## src/rtl/expr_lex_pkg.sv

```systemverilog
`default_nettype none
// ----------------------------------------------------------------------------
// expr_lex_pkg
// Shared types, token codes and character classes of the expression lexer.
// ----------------------------------------------------------------------------
package expr_lex_pkg;

	localparam int CHAR_W          = 8;
	localparam int KIND_W          = 4;
	localparam int WHOLE_W         = 63;
	localparam int FRAC_W          = 60;
	localparam int CNT_W           = 5;
	localparam int ACC_W           = WHOLE_W + 4;
	localparam int FRAC_MAX_DIGITS = 18;
	localparam int MAX_IDENT_DEF   = 32;
	localparam int KW_REPEAT_LEN   = 6;
	localparam int KW_PRINT_LEN    = 5;

	localparam logic [KIND_W-1:0] K_INVALID = 4'd0;
	localparam logic [KIND_W-1:0] K_REPEAT  = 4'd1;
	localparam logic [KIND_W-1:0] K_PRINT   = 4'd2;
	localparam logic [KIND_W-1:0] K_IDENT   = 4'd3;
	localparam logic [KIND_W-1:0] K_INT     = 4'd4;
	localparam logic [KIND_W-1:0] K_FLOAT   = 4'd5;
	localparam logic [KIND_W-1:0] K_ASSIGN  = 4'd6;
	localparam logic [KIND_W-1:0] K_LPAREN  = 4'd7;
	localparam logic [KIND_W-1:0] K_RPAREN  = 4'd8;
	localparam logic [KIND_W-1:0] K_ADDOP   = 4'd9;
	localparam logic [KIND_W-1:0] K_MULTOP  = 4'd10;
	localparam logic [KIND_W-1:0] K_SEMI    = 4'd11;
	localparam logic [KIND_W-1:0] K_EOF     = 4'd12;

	typedef struct packed {
		logic [CHAR_W-1:0]  text_char;
		logic [CNT_W-1:0]   frac_count;
		logic [FRAC_W-1:0]  frac_value;
		logic [WHOLE_W-1:0] whole_value;
		logic [CHAR_W-1:0]  op_char;
	} token_data_t;

	function automatic logic is_digit(input logic [CHAR_W-1:0] c);
		return (c >= "0") && (c <= "9");
	endfunction

	function automatic logic is_ident_start(input logic [CHAR_W-1:0] c);
		return ((c >= "A") && (c <= "Z")) || ((c >= "a") && (c <= "z")) ||
			(c == "$") || (c == "_");
	endfunction

	function automatic logic is_space(input logic [CHAR_W-1:0] c);
		return (c == 8'h20) || (c == 8'h09) || (c == 8'h0A) || (c == 8'h0D);
	endfunction

	function automatic logic [KIND_W-1:0] op_kind(input logic [CHAR_W-1:0] c);
		logic [KIND_W-1:0] k;
		unique case (c)
			"=":             k = K_ASSIGN;
			";":             k = K_SEMI;
			"(":             k = K_LPAREN;
			")":             k = K_RPAREN;
			"+", "-":        k = K_ADDOP;
			"*", "/", "%":   k = K_MULTOP;
			default:         k = K_INVALID;
		endcase
		return k;
	endfunction

	function automatic logic [CHAR_W-1:0] repeat_char(input logic [2:0] i);
		logic [CHAR_W-1:0] c;
		unique case (i)
			3'd0:    c = "r";
			3'd1:    c = "e";
			3'd2:    c = "p";
			3'd3:    c = "e";
			3'd4:    c = "a";
			3'd5:    c = "t";
			default: c = 8'h00;
		endcase
		return c;
	endfunction

	function automatic logic [CHAR_W-1:0] print_char(input logic [2:0] i);
		logic [CHAR_W-1:0] c;
		unique case (i)
			3'd0:    c = "p";
			3'd1:    c = "r";
			3'd2:    c = "i";
			3'd3:    c = "n";
			3'd4:    c = "t";
			default: c = 8'h00;
		endcase
		return c;
	endfunction

endpackage
`default_nettype wire

```

## src/rtl/expr_lex_mac10.sv

```systemverilog
`default_nettype none
// ----------------------------------------------------------------------------
// expr_lex_mac10
// Shared decimal accumulate unit: acc * 10 + digit, saturating at 2^63-1.
// ----------------------------------------------------------------------------
module expr_lex_mac10
	import expr_lex_pkg::*;
(
	input  logic [WHOLE_W-1:0] acc,
	input  logic [3:0]         digit,
	output logic [WHOLE_W-1:0] result
);

	logic [ACC_W-1:0] wide;

	assign wide = {1'b0, acc, 3'b000} + {3'b000, acc, 1'b0} + ACC_W'(digit);

	always_comb begin
		if (wide[ACC_W-1:WHOLE_W] != '0) begin
			result = '1;
		end else begin
			result = wide[WHOLE_W-1:0];
		end
	end

endmodule
`default_nettype wire

```

## src/rtl/expression_lexer.sv

```systemverilog
`default_nettype none
// ----------------------------------------------------------------------------
// expression_lexer
// Character-at-a-time scanner: identifiers, keywords, saturating integers,
// floats whose fraction keeps at most 18 digits, operators and punctuation.
// ----------------------------------------------------------------------------
// With no token pending, a character is accepted in ST_IDLE, classified in
// ST_DECIDE and in ST_START starts a token or emits an operator, punctuation
// or end token. A character that continues an identifier, integer or fraction
// is accepted and classified and then the sequencer returns to idle, with a
// digit passing through the single multiply-by-ten adder shared by the integer
// and fraction accumulators. A character that ends a pending integer, float or
// keyword first has it emitted in ST_PEND before the character is started. A
// pending plain identifier goes from ST_PEND through ST_RD and ST_EMIT for each
// buffered character, ST_RD using the buffer's registered read port. Every emit
// also waits while the output register holds a transaction that m_tready has
// not taken. s_tready is high only while the sequencer is idle. The identifier
// buffer needs no clearing pass after reset.
module expression_lexer
	import expr_lex_pkg::*;
#(
	parameter int MAX_IDENT = MAX_IDENT_DEF
) (
	input  logic         clk,
	input  logic         arst_n,
	input  logic         s_tvalid,
	output logic         s_tready,
	input  logic [7:0]   s_tdata,   // ch
	input  logic         s_tuser,   // at_end
	output logic         m_tvalid,
	input  logic         m_tready,
	output logic [143:0] m_tdata,   // op_char, whole_value, frac_value, frac_count, text_char
	output logic [3:0]   m_tuser,   // token_kind
	output logic         m_tlast    // last
);

	localparam int IDX_W = $clog2(MAX_IDENT);
	localparam int LEN_W = $clog2(MAX_IDENT + 1);

	localparam logic [1:0] MODE_IDLE  = 2'd0;
	localparam logic [1:0] MODE_IDENT = 2'd1;
	localparam logic [1:0] MODE_INT   = 2'd2;
	localparam logic [1:0] MODE_FRAC  = 2'd3;

	localparam logic [2:0] ST_IDLE   = 3'd0;
	localparam logic [2:0] ST_DECIDE = 3'd1;
	localparam logic [2:0] ST_PEND   = 3'd2;
	localparam logic [2:0] ST_RD     = 3'd3;
	localparam logic [2:0] ST_EMIT   = 3'd4;
	localparam logic [2:0] ST_START  = 3'd5;

	logic [2:0]         state_q;
	logic [1:0]         mode_q;
	logic [CHAR_W-1:0]  ch_q;
	logic               end_q;
	logic [WHOLE_W-1:0] whole_q;
	logic [FRAC_W-1:0]  frac_q;
	logic [CNT_W-1:0]   frac_digits_q;
	logic [LEN_W-1:0]   len_q;
	logic [IDX_W-1:0]   idx_q;
	logic               rep_ok_q;
	logic               prn_ok_q;

	logic [CHAR_W-1:0]  ident_mem [MAX_IDENT];
	logic [CHAR_W-1:0]  rdata_q;
	logic               wr_en;
	logic [IDX_W-1:0]   wr_addr;

	logic               m_tvalid_q;
	token_data_t        tok_q;
	logic [KIND_W-1:0]  kind_q;
	logic               last_q;

	token_data_t        tok_d;
	logic [KIND_W-1:0]  kind_d;
	logic               last_d;
	logic               emit_en;
	logic               out_free;

	logic [WHOLE_W-1:0] unit_acc;
	logic [WHOLE_W-1:0] unit_res;
	logic               is_kw_rep;
	logic               is_kw_prn;
	logic               idx_last;
	logic               len_room;
	logic               ch_ident;
	logic               ch_digit;

	assign s_tready  = (state_q == ST_IDLE);
	assign m_tvalid  = m_tvalid_q;
	assign m_tdata   = tok_q;
	assign m_tuser   = kind_q;
	assign m_tlast   = last_q;
	assign out_free  = !m_tvalid_q || m_tready;

	assign ch_ident  = is_ident_start(ch_q) || is_digit(ch_q);
	assign ch_digit  = is_digit(ch_q);
	assign len_room  = (len_q < LEN_W'(MAX_IDENT));
	assign is_kw_rep = rep_ok_q && (len_q == LEN_W'(KW_REPEAT_LEN));
	assign is_kw_prn = prn_ok_q && (len_q == LEN_W'(KW_PRINT_LEN));
	assign idx_last  = ((LEN_W'(idx_q) + LEN_W'(1)) == len_q);

	// shared accumulate unit
	assign unit_acc = (mode_q == MODE_FRAC) ? WHOLE_W'(frac_q) : whole_q;

	expr_lex_mac10 u_mac10 (
		.acc    (unit_acc),
		.digit  (ch_q[3:0]),
		.result (unit_res)
	);

	// identifier buffer
	assign wr_en = (!end_q && (
		((state_q == ST_DECIDE) && (mode_q == MODE_IDENT) && ch_ident && len_room) ||
		((state_q == ST_START) && is_ident_start(ch_q))));
	assign wr_addr = (state_q == ST_START) ? '0 : len_q[IDX_W-1:0];

	always_ff @(posedge clk) begin
		if (wr_en) begin
			ident_mem[wr_addr] <= ch_q;
		end
		if (state_q == ST_RD) begin
			rdata_q <= ident_mem[idx_q];
		end
	end

	// token to emit in this cycle
	always_comb begin
		tok_d   = '0;
		kind_d  = K_INVALID;
		last_d  = 1'b1;
		emit_en = 1'b0;
		unique case (state_q)
			ST_PEND: begin
				if (mode_q == MODE_IDENT) begin
					if (is_kw_rep) begin
						kind_d  = K_REPEAT;
						emit_en = out_free;
					end else if (is_kw_prn) begin
						kind_d  = K_PRINT;
						emit_en = out_free;
					end
				end else if (mode_q == MODE_INT) begin
					kind_d            = K_INT;
					tok_d.whole_value = whole_q;
					emit_en           = out_free;
				end else if (mode_q == MODE_FRAC) begin
					kind_d            = K_FLOAT;
					tok_d.whole_value = whole_q;
					tok_d.frac_value  = frac_q;
					tok_d.frac_count  = frac_digits_q;
					emit_en           = out_free;
				end
			end
			ST_EMIT: begin
				kind_d          = K_IDENT;
				tok_d.text_char = rdata_q;
				last_d          = idx_last;
				emit_en         = out_free;
			end
			ST_START: begin
				if (end_q) begin
					kind_d  = K_EOF;
					emit_en = out_free;
				end else if (!is_space(ch_q) && !is_ident_start(ch_q) && !ch_digit) begin
					kind_d        = op_kind(ch_q);
					tok_d.op_char = ch_q;
					emit_en       = out_free;
				end
			end
			default: begin
				emit_en = 1'b0;
			end
		endcase
	end

	// output register
	always_ff @(posedge clk or negedge arst_n) begin
		if (!arst_n) begin
			m_tvalid_q <= 1'b0;
		end else if (emit_en) begin
			m_tvalid_q <= 1'b1;
		end else if (m_tready) begin
			m_tvalid_q <= 1'b0;
		end
	end

	always_ff @(posedge clk) begin
		if (emit_en) begin
			tok_q  <= tok_d;
			kind_q <= kind_d;
			last_q <= last_d;
		end
	end

	// sequencer
	always_ff @(posedge clk or negedge arst_n) begin
		if (!arst_n) begin
			state_q       <= ST_IDLE;
			mode_q        <= MODE_IDLE;
			ch_q          <= '0;
			end_q         <= 1'b0;
			whole_q       <= '0;
			frac_q        <= '0;
			frac_digits_q <= '0;
			len_q         <= '0;
			idx_q         <= '0;
			rep_ok_q      <= 1'b0;
			prn_ok_q      <= 1'b0;
		end else begin
			unique case (state_q)
				ST_IDLE: begin
					if (s_tvalid) begin
						ch_q    <= s_tdata;
						end_q   <= s_tuser;
						state_q <= ST_DECIDE;
					end
				end
				ST_DECIDE: begin
					priority if (end_q) begin
						state_q <= (mode_q == MODE_IDLE) ? ST_START : ST_PEND;
					end else if (mode_q == MODE_IDLE) begin
						state_q <= ST_START;
					end else if ((mode_q == MODE_IDENT) && ch_ident) begin
						if (len_room) begin
							len_q <= len_q + LEN_W'(1);
							if (len_q < LEN_W'(KW_REPEAT_LEN)) begin
								rep_ok_q <= rep_ok_q && (ch_q == repeat_char(len_q[2:0]));
							end
							if (len_q < LEN_W'(KW_PRINT_LEN)) begin
								prn_ok_q <= prn_ok_q && (ch_q == print_char(len_q[2:0]));
							end
						end
						state_q <= ST_IDLE;
					end else if ((mode_q == MODE_INT) && ch_digit) begin
						whole_q <= unit_res;
						state_q <= ST_IDLE;
					end else if ((mode_q == MODE_INT) && (ch_q == ".")) begin
						mode_q  <= MODE_FRAC;
						state_q <= ST_IDLE;
					end else if ((mode_q == MODE_FRAC) && ch_digit) begin
						if (frac_digits_q < CNT_W'(FRAC_MAX_DIGITS)) begin
							frac_q        <= unit_res[FRAC_W-1:0];
							frac_digits_q <= frac_digits_q + CNT_W'(1);
						end
						state_q <= ST_IDLE;
					end else begin
						state_q <= ST_PEND;
					end
				end
				ST_PEND: begin
					if ((mode_q == MODE_IDENT) && !is_kw_rep && !is_kw_prn) begin
						idx_q   <= '0;
						state_q <= ST_RD;
					end else if (emit_en) begin
						mode_q  <= MODE_IDLE;
						state_q <= ST_START;
					end
				end
				ST_RD: begin
					state_q <= ST_EMIT;
				end
				ST_EMIT: begin
					if (emit_en) begin
						if (idx_last) begin
							mode_q  <= MODE_IDLE;
							state_q <= ST_START;
						end else begin
							idx_q   <= idx_q + IDX_W'(1);
							state_q <= ST_RD;
						end
					end
				end
				ST_START: begin
					priority if (end_q) begin
						if (emit_en) begin
							state_q <= ST_IDLE;
						end
					end else if (is_space(ch_q)) begin
						state_q <= ST_IDLE;
					end else if (is_ident_start(ch_q)) begin
						mode_q   <= MODE_IDENT;
						len_q    <= LEN_W'(1);
						rep_ok_q <= (ch_q == repeat_char(3'd0));
						prn_ok_q <= (ch_q == print_char(3'd0));
						state_q  <= ST_IDLE;
					end else if (ch_digit) begin
						mode_q        <= MODE_INT;
						whole_q       <= WHOLE_W'(ch_q[3:0]);
						frac_q        <= '0;
						frac_digits_q <= '0;
						state_q       <= ST_IDLE;
					end else begin
						if (emit_en) begin
							state_q <= ST_IDLE;
						end
					end
				end
				default: begin
					state_q <= ST_IDLE;
				end
			endcase
		end
	end

`ifndef SYNTH
	a_len_bound: assert property (@(posedge clk) disable iff (!arst_n)
		len_q <= LEN_W'(MAX_IDENT))
		else $error("identifier length beyond buffer");

	a_frac_bound: assert property (@(posedge clk) disable iff (!arst_n)
		frac_digits_q <= CNT_W'(FRAC_MAX_DIGITS))
		else $error("fraction digit count beyond limit");

	a_ident_nonempty: assert property (@(posedge clk) disable iff (!arst_n)
		(mode_q == MODE_IDENT) |-> (len_q != '0))
		else $error("identifier mode with empty buffer");

	a_emit_idx: assert property (@(posedge clk) disable iff (!arst_n)
		(state_q == ST_EMIT) |-> (LEN_W'(idx_q) < len_q))
		else $error("flush index past identifier length");

	a_accept_decide: assert property (@(posedge clk) disable iff (!arst_n)
		(s_tvalid && s_tready) |=> (state_q == ST_DECIDE))
		else $error("accepted transaction not classified next cycle");
`endif

endmodule
`default_nettype wire
```

## config.mk

```make
export PLATFORM = sky130hd
export DESIGN_NAME = expression_lexer
export DESIGN_NICKNAME = d
export VERILOG_FILES = /design/src/rtl/expr_lex_pkg.sv /design/src/rtl/expr_lex_mac10.sv /design/src/rtl/expression_lexer.sv
export SDC_FILE = /design/constraint.sdc
export NUM_CORES = 1
export LEC_CHECK = 0
export BUFFER_PORTS_ARGS = -buffer_cell sky130_fd_sc_hd__buf_2
export CORE_UTILIZATION = 35
export DETAILED_ROUTE_END_ITERATION = 8
export PLACE_DENSITY = 0.48
export SETUP_SLACK_MARGIN = 0.02
export SYNTH_ARGS = -nofsm -noshare
export SYNTH_HDL_FRONTEND = slang
export SYNTH_SLANG_ARGS = --single-unit
```

## constraint.sdc

```tcl
create_clock -name clk -period 14.6 [get_ports clk]
set_input_delay 2.92 -clock clk [delete_from_list [all_inputs] [get_ports clk]]
set_output_delay 2.92 -clock clk [all_outputs]
set_load 0.005 [all_outputs]
```

# --- Yosys cells after proc, flatten, opt, wreduce, memory -nomap -nowiden ---
# Memories as Yosys holds them, arrays and structs flattened. A register that Yosys moved wholly into a read port is not among the register bits.
# Cells that the tools add are included.
# W data, S select, Z words.
word_totals:
  ff_bits: 305
  ram_bits: 256
  inputBits: 13
  output_inout_bits: 151
  mem_count: 1
op_classes:
  n_addsub: 6
  order_cmp: 10
  n_eq_ne: 63
  n_mux: 135
  bitwise: 4
  n_reduce_logical: 59
mem_list:
  columns: ["memory", "depth", "word_bits", "rd", "rd_ports_with_merged_regs", "write_ports", "line", "source"]
  rows:
  - ["ident_mem", 32, 8, 1, 1, 1, "expression_lexer.sv:64", "logic [CHAR_W-1:0] ident_mem [MAX_IDENT];"]
ops:
  columns: ["op", "count"]
  rows:
  - ["$mux W63", 12]
  - ["$mux W60", 11]
  - ["$pmux W63 S2", 1]
  - ["$pmux W60 S2", 1]
  - ["$eq A8 B6 Y1 const B", 12]
  - ["$mux W8", 12]
  - ["$mux W5", 15]
  - ["$pmux W7 S5", 2]
  - ["$add A66 B64 Y67", 1]
  - ["$add A67 B4 Y67", 1]
  - ["$mux W3", 15]
  - ["$mux W6", 7]
  - ["$mux W2", 19]
  - ["$ne A2 B2 Y1 const B", 17]
  - ["$mux W1", 27]
  - ["$reduce_and A9 Y1", 3]
  - ["$eq A8 B4 Y1 const B", 3]
  - ["$eq A8 B7 Y1 const B", 3]
  - ["$pmux W4 S6", 1]
  - ["$logic_and A1 B1 Y1", 20]
  - ["$pmux W5 S2", 2]
  - ["$pmux W3 S6", 1]
  - ["$eq A8 B8 Y1", 2]
  - ["$ge A8 B7 Y1 const B", 2]
  - ["41 further kinds", 87]

# --- Longest topological paths before layout ---
# Gate-level depths: netlist of run 1.
depth:
  depth_word: 19
  ltp_mapped: 18
  ltp_nobuf: 15

# --- Modules after synthesis ---
# Synthesis of run 1 repeated with hierarchy kept, for this count alone.
hier_totals:
  hier_cells: 2240
  area_unflattened_um2: 29294.3
by_module_without_submodules:
  columns: ["mod", "n_inst", "cells_each", "area_per_inst_um2", "seq_area_each_um2"]
  rows:
  - ["expression_lexer", 1, 1531, 24289.5, 16305.6]
  - ["expr_lex_mac10", 1, 709, 5004.8, 0.0]

# --- Worst setup path after synthesis of run 1 ---
# No wires, ideal clock.
synth_path:
  path_kind: "input to register"
  from: "in m_tready"
  to: "reg mode_q[0]"
  setup_ps: 125
  arrival_ps: 8069
  t_required_ps: 14475
  setup_slack_ps: 6407
  stages: 5
  path_buffers: 0
  cell_sequence: "nor2b_1 a41oi_2 nand2_1 a21oi_1 mux2_2"
synth_via:
  elab_chain_len: 7
  word_cells_on_any_way: 12
synth_rtl:
  columns: ["item", "line", "source"]
  rows:
  - ["from (decl)", "expression_lexer.sv:31", "input logic m_tready,"]
  - ["$logic_or A1 B1 Y1 *", "expression_lexer.sv:94", "assign out_free = !m_tvalid_q || m_tready;"]
  - ["$mux W1 (on tied branches)", "expression_lexer.sv:147, expression_lexer.sv:139", null]
  - ["$mux W1 (on tied branches)", "expression_lexer.sv:143, expression_lexer.sv:136", null]
  - ["$mux W1", "expression_lexer.sv:135", "if (mode_q == MODE_IDENT) begin"]
  - ["$pmux W1 S3 *", "expression_lexer.sv:133", "unique case (state_q)"]
  - ["via emit_en", "expression_lexer.sv:77", "logic emit_en;"]
  - ["$ne A2 B2 Y1 (no line)", null, null]
  - ["$reduce_and A13 Y1 (no line) *", null, null]
  - ["to (signal assigned)", "expression_lexer.sv:200", "mode_q <= MODE_IDLE;"]
  - ["to (signal assigned)", "expression_lexer.sv:239", "mode_q <= MODE_FRAC;"]
  - ["to (signal assigned)", "expression_lexer.sv:256", "mode_q <= MODE_IDLE;"]
  - ["to (decl)", "expression_lexer.sv:53", "logic [1:0] mode_q;"]
# Mark *: on every way through the listed nets, which the timed path passes. The rest lies on a longest branch.
# A chain may end at the register's enable or synchronous reset.

# --- Worst setup path in the final report of run 1 ---
layout_path:
  from: "reg mode_q[0]"
  to: "reg whole_q[60]"
layout_via:
  elab_chain_len: 11
  word_cells_on_any_way: 20
layout_rtl:
  columns: ["item", "line", "source"]
  rows:
  - ["$eq A2 B2 Y1", "expression_lexer.sv:104", "assign unit_acc = (mode_q == MODE_FRAC) ? WHOLE_W'(frac_q) : whole_q;"]
  - ["$mux W63", "expression_lexer.sv:104", null]
  - ["$add A66 B64 Y67", "expr_lex_mac10.sv:16", "assign wide = {1'b0, acc, 3'b000} + {3'b000, acc, 1'b0} + ACC_W'(digit);"]
  - ["$add A67 B4 Y67", "expr_lex_mac10.sv:16", null]
  - ["$reduce_bool A4 Y1", "expr_lex_mac10.sv:19", "if (wide[ACC_W-1:WHOLE_W] != '0) begin"]
  - ["$mux W63", "expr_lex_mac10.sv:19", null]
  - ["$mux W63", "expression_lexer.sv:235", "end else if ((mode_q == MODE_INT) && ch_digit) begin"]
  - ["$mux W63", "expression_lexer.sv:224", "end else if ((mode_q == MODE_IDENT) && ch_ident) begin"]
  - ["$mux W63", "expression_lexer.sv:222", "end else if (mode_q == MODE_IDLE) begin"]
  - ["$mux W63", "expression_lexer.sv:220", "priority if (end_q) begin"]
  - ["$pmux W63 S2", "expression_lexer.sv:211", "unique case (state_q)"]
  - ["to (signal assigned)", "expression_lexer.sv:236", "whole_q <= unit_res;"]
  - ["to (signal assigned)", "expression_lexer.sv:289", "whole_q <= WHOLE_W'(ch_q[3:0]);"]
  - ["to (decl)", "expression_lexer.sv:56", "logic [WHOLE_W-1:0] whole_q;"]
# Parallel ways exist; a longest one is shown, timed or not. The select of a mux whose other input is x is not followed.

==> flow_metrics.py, run 1 <==
metrics = {
    "run_status": {
        "status": "finished with violations",
        "violations": "design-rule violations",
    },
    "route": {
        "num_vias": 19500,
        "drtIter0Drc": 1485,
        "vias_per_cell": 5.56,
        "ant_nets": 0,
        "dr.pass1.iters": 7,
        "wl_mm": 78.9,
        "wl_per_cell_um": 22.5,
        "drc_errors": 16,
    },
    "cts": {
        "cts.sinks": 569,
        "hold_buffers": 0,
        "root_buffer": "clkbuf_16",
        "postCtsSetupBuffers": 0,
        "cts_resized": 0,
        "clkTransAtPathRegs_ns": 0.06,
        "clock_latency_ns": 0.69,
        "cts_buffers": 59,
        "cts_buffer_depth": 3,
        "cts_tree": "done",
        "h-tree-depth": 2,
    },
    "placement": {
        "dpl.hpwl_mm": 53.5,
        "place.gp.congestion": 0.881,
        "port_buffers": 163,
    },
    "synth": {
        "synthTopCellsByArea": "edfxtp_1 43%, dfrtp_1 14%, mux4_2 6.3%",
        "yosysSeqAreaShare_pct": 56.8,
        "synth_edf_count": 413,
        "ys.flop_type": "edfxtp_1",
        "async_reset_ff_share_pct": 27.4,
        "synth_top_area_share_pct": 43.2,
        "yosys-top-cells-count": "413 x edfxtp_1, 184 x o21ai_0, 157 x and2_1",
        "synthCells": 2270,
        "synthesis.nets": 2421,
        "yosysWarnings": 0,
        "synth.avg_cell_area_um2": 12.6,
        "synth_most_common_cell": "edfxtp_1",
        "synth_top_area_cell": "edfxtp_1",
        "postSynthRegisterBits": 569,
        "synth_cell_type_count": 82,
        "syn_area_um2": 28700,
    },
    "timing": {
        "tightest_slew_ns": 1.19,
        "post-route-period-util_pct": 41.0,
        "clock.fmax_mhz": 167,
        "setup_viol": 0,
        "slew_headroom_pct": 20.9,
        "finClkSkew_ns": 0.0602,
        "whs_ns": 0.503,
        "fin_crit_ns": 5.99,
        "slew_violations": 0,
        "setup_tns_ns": 0,
        "report.final.hold_viol_count": 0,
        "rsz0062_at_grt": "no",
    },
    "die": {
        "start_util_pct": 35.5,
        "ios": 164,
        "die_x_um": 288,
        "die_area_um2": 83100,
        "rows": 104,
        "design.core.area_um2": 80800,
        "die_h_um": 288,
    },
    "finish": {
        "areaGrowthSynthToFinish_pct": 13.6,
        "seq_area_um2": 16300,
        "fin_nets": 2540,
        "drive_above_1_share_pct": 19.3,
        "n_fill_cell": 7572,
        "multiInputGateArea_um2": 11800,
    },
    "setup_path": {
        "crit_type": "reg2reg",
        "critPathLaunchType": "flip-flop",
        "cp.required_ns": 15.06,
        "worstPathArrival_ns": 6.45,
        "r2r_end": "whole_q[60]",
        "reg2reg_setup_slack_ns": 8.61,
        "crit_path_end_kind": "flip-flop",
        "r2r-start": "mode_q[0]",
        "crit_fanout": 62,
        "r2r_cells": 14,
    },
    "worst_hold_path": {
        "min_from": "whole_q[46]",
        "hp-class": "reg2reg",
        "holdPathStages": 2,
        "whs_endpoint": "whole_q[46]",
    },
    "global_route": {
        "met1_usage_pct": 27.9,
        "grt_use_total_pct": 18.9,
        "met3_usage_pct": 3.33,
        "gr-total-overflow": 0,
        "grt_pass1_wl_mm": 120,
        "top_usage_layer": "met2",
        "grt_max_degree": 100,
        "first_global_vias": 19500,
        "grt_use_met2_pct": 28.5,
        "antenna_found_initial": 1,
    },
    "run": {
        "cap_violations": 0,
    },
}
[worst max-delay path: stages (launching register included)]
cell	delay, ns
dfrtp_1	0.43
ha_4	0.21
buf_4	0.74
mux2_2	0.44
ha_1	0.30
ha_1	0.38
a21o_1	0.23
a2111oi_0	0.70
o21ai_1	0.19
and2_1	0.21
a311o_1	0.41
a21boi_2	0.21
xnor2_2	0.28
o31ai_4	0.84
o211ai_1	0.19
[cell type report]
cell class	instances	share of cell area (%)
diodes	1	0.00767
clock buffers	71	4.79
clock inverters	41	1.48
inverters	34	0.391
multi-input cells	1533	36.0
flip-flops and latches	569	50.0
well taps	1060	4.07
repair buffers	192	3.19
[layout by cell type (no fill, tap or decap), types with 30 or more instances in the layout]
master | synthesis | final
edfxtp_1 | 413 | 413
o21ai_0 | 184 | 184
buf_2 | 14 | 162
and2_1 | 157 | 157
dfrtp_1 | 156 | 153
nand2_1 | 141 | 141
ha_1 | 136 | 135
nor2_1 | 106 | 106
a31oi_1 | 96 | 96
a21oi_1 | 94 | 94
mux4_2 | 80 | 80
mux2_2 | 75 | 75
clkbuf_16 | 0 | 59
nand3_1 | 39 | 38
nor3_1 | 39 | 38
inv_1 | 34 | 34
o211ai_1 | 33 | 33
a21o_1 | 33 | 33
xnor2_1 | 31 | 31
xor2_1 | 30 | 30
[per-stage QoR]
| step | setup slack, ns | std cells | instance area, um^2 | utilization, % |
|---|---|---|---|---|
| floorplan | 6.41 | 2270 | 28700 | - |
| global placement | 8.77 | 3388 | 30600 | 37.8 |
| detailed placement | 8.64 | 3388 | 30600 | 37.8 |
| CTS | 8.59 | 3500 | 32600 | 40.3 |
| global route | 8.11 | 3500 | 32600 | 40.3 |
| finish | 8.61 | 3501 | 32600 | 40.4 |
[logic make-up after synthesis]
kind of cell / count (synthesis) / share of synthesized area, %
muxes: 157 / 9.29
adders and majority gates: 138 / 6.07
AOI/OAI and AO/OA: 568 / 12.5
buffers and inverters: 168 / 2.40
xor gates and xnor gates: 62 / 1.92
DFF: 569 / 56.8
and+or+nand+nor: 608 / 11.0
[flip-flops by register name, indices dropped and copies added, names as in the netlist]
signal and count:
ch_q 8, end_q 1, frac_digits_q 5, frac_q 60, ident_mem 256, idx_q 5
len_q 6, m_tdata 144, m_tlast 1, m_tuser 4, m_tvalid 1, mode_q 2
prn_ok_q 1, rdata_q 8, rep_ok_q 1, state_q 3, whole_q 63
[worst max-delay path by stage]
stage / from / to / slack (ns) / cells past startpoint
floorplan: m_tready / mode_q[0] / 6.41 / 5
global placement: mode_q[0] / whole_q[51] / 8.77 / 14
detailed placement: mode_q[0] / whole_q[30] / 8.64 / 16
CTS: mode_q[0] / whole_q[41] / 8.59 / 16
global route: mode_q[0] / whole_q[42] / 8.11 / 16
finish: mode_q[0] / whole_q[60] / 8.61 / 14
[layer usage]
layer / share of wire [%] / up-vias
met2: 44 / 564
met1: 48 / 9822
met4: 2.4 / 0
met3: 5.7 / 104
li1: - / 8980
met5: 0 / -
Power of run 1 is left out: the tool's default activity adds up to more than one toggle a clock period on the data nets, which glitch-free logic cannot reach.
==> inputs of run 2 (changes only) <==
==> constraint.sdc (replaced) <==
create_clock -name clk -period 5.66 [get_ports clk]
set_input_delay 1.132 -clock clk [delete_from_list [all_inputs] [get_ports clk]]
set_output_delay 1.132 -clock clk [all_outputs]
set_load 0.005 [all_outputs]
==> flow_metrics.py, run 2 (synthesis results as in run 1) <==
metrics = {
    "die": {
        "rows": 104,
        "die_x_um": 288,
        "die_h_um": 288,
        "start_util_pct": 35.5,
        "die_area_um2": 83100,
        "ios": 164,
        "design.core.area_um2": 80800,
    },
    "setup_path": {
        "crit_fanout": 77,
        "reg2reg_setup_slack_ns": 0.31,
        "max_stage_delay_ns": 0.54,
        "path_cells": "ha_4 > buf_4 > mux2_2 > ha_1 > ha_1 > o211ai_1 > o21ai_0 > a31oi_1 > a311o_1 > o211a_1 > o211a_2 > nor3_4 > buf_12 > a31oi_1",
        "r2r_end": "frac_q[43]",
        "slowest_stage": "a311o_1",
        "cp.required_ns": 6.11,
        "path_buf_inv": 2,
        "r2r-start": "mode_q[0]",
        "crit_type": "reg2reg",
        "r2r_cells": 14,
        "crit_path_end_kind": "flip-flop",
        "cp_top_family": "compound AO/OA/AOI/OAI gates",
        "worstPathArrival_ns": 5.79,
        "critPathLaunchType": "flip-flop",
    },
    "route": {
        "ant_nets": 0,
        "drtIter0Drc": 1409,
        "wl_mm": 78.9,
        "dr.pass1.iters": 9,
        "num_vias": 19500,
        "wl_per_cell_um": 22.4,
        "drc_errors": 6,
        "vias_per_cell": 5.55,
    },
    "finish": {
        "final_common_cell": "edfxtp_1",
        "areaGrowthSynthToFinish_pct": 14.1,
        "fin_nets": 2556,
        "final_cell_mix": "413 x edfxtp_1, 184 x o21ai_0, 162 x buf_2",
        "diodes": 0,
        "regMostFlops": "ident_mem",
        "n_fill_cell": 7594,
        "final_util_pct": 40.5,
        "largest_reg_flops": 256,
        "drive_above_1_share_pct": 19.8,
    },
    "timing": {
        "fin_crit_ns": 5.35,
        "slew_headroom_pct": 23.9,
        "post-route-period-util_pct": 94.4,
        "tightest_slew_ns": 1.14,
        "report.final.hold_viol_count": 0,
        "setup_viol": 0,
        "finClkSkew_ns": 0.0534,
        "slew_violations": 0,
        "rsz0062_at_grt": "no",
        "setup_tns_ns": 0,
        "clock.fmax_mhz": 187,
    },
    "cts": {
        "clkTransAtPathRegs_ns": 0.07,
        "hold_buffers": 0,
        "h-tree-depth": 2,
        "root_buffer": "clkbuf_16",
        "cts.sinks": 569,
        "cts_buffers": 59,
        "cts_buffer_depth": 3,
        "clock_latency_ns": 0.66,
        "cts_tree": "done",
    },
    "worst_hold_path": {
        "hp-class": "in2async",
    },
    "global_route": {
        "grt_use_met2_pct": 28.6,
        "met3_usage_pct": 2.89,
        "top_usage_layer": "met2",
        "grt_pass1_wl_mm": 120,
        "first_global_vias": 19500,
        "grt_use_total_pct": 18.8,
        "grt_max_degree": 99,
        "gr-total-overflow": 0,
        "antenna_found_initial": 0,
        "met1_usage_pct": 27.9,
    },
    "placement": {
        "place.gp.congestion": 0.886,
        "port_buffers": 163,
        "dpl.hpwl_mm": 54.1,
    },
    "run": {
        "cap_violations": 0,
    },
    "run_status": {
        "violations": "design-rule violations",
        "status": "finished with violations",
    },
}
-- run 2: routing by layer --
| metal | vias up | part of all wire [%] |
|---|---|---|
| met5 | - | 0 |
| met4 | 0 | 2.1 |
| met3 | 94 | 5.3 |
| met2 | 557 | 45 |
| met1 | 9870 | 48 |
| li1 | 8981 | - |
-- run 2: worst max-delay path by stage --
stage	from	endpoint	slack, ns	cells past startpoint
floorplan	ch_q[4]	mode_q[0]	0.06	10
global placement	mode_q[0]	frac_q[18]	0.56	15
detailed placement	mode_q[0]	whole_q[18]	0.33	15
CTS	mode_q[0]	frac_q[43]	0.30	15
global route	mode_q[1]	whole_q[34]	0.08	14
finish	mode_q[0]	frac_q[43]	0.31	14
-- run 2: metrics by stage --
| step | instances | setup WS (ns) | instance area, um^2 | hold WS (ns) |
|---|---|---|---|---|
| 2_1_floorplan | 2270 | 0.0595 | 28700 | 0.458 |
| 3_3_place_gp | 3404 | 0.561 | 30700 | 0.488 |
| 3_5_place_dp | 3404 | 0.328 | 30700 | 0.495 |
| 4_1_cts | 3516 | 0.297 | 32700 | 0.508 |
| 5_1_grt | 3516 | 0.0799 | 32700 | 0.534 |
| 6_report | 3516 | 0.314 | 32700 | 0.504 |
-- run 2: worst register-to-register path, delay by kind of cell (launching register included) --
kind | cells | cell delay, ns
fa+ha+maj | 3 | 0.90
flops | 1 | 0.44
buf+inv | 2 | 0.76
simple gates | 1 | 0.29
mux | 1 | 0.43
compound gates | 7 | 2.31
-- run 2: final cells by class --
class	instances	area [um^2]	area share (%)
clock buffers	72	1560	4.75
clock inverters	40	430	1.32
inverters	34	128	0.390
multi-input cells	1533	11800	35.9
flip-flops and latches	569	16300	49.9
well taps	1060	1330	4.05
repair buffers	208	1210	3.70
-- run 2: what timing repair did --
item / in CTS / in global routing
buffers inserted: 0 / 0
gates resized for setup: 0 / 1
setup endpoints to repair: 0 / 62
Power of run 2 is left out for the same reason.
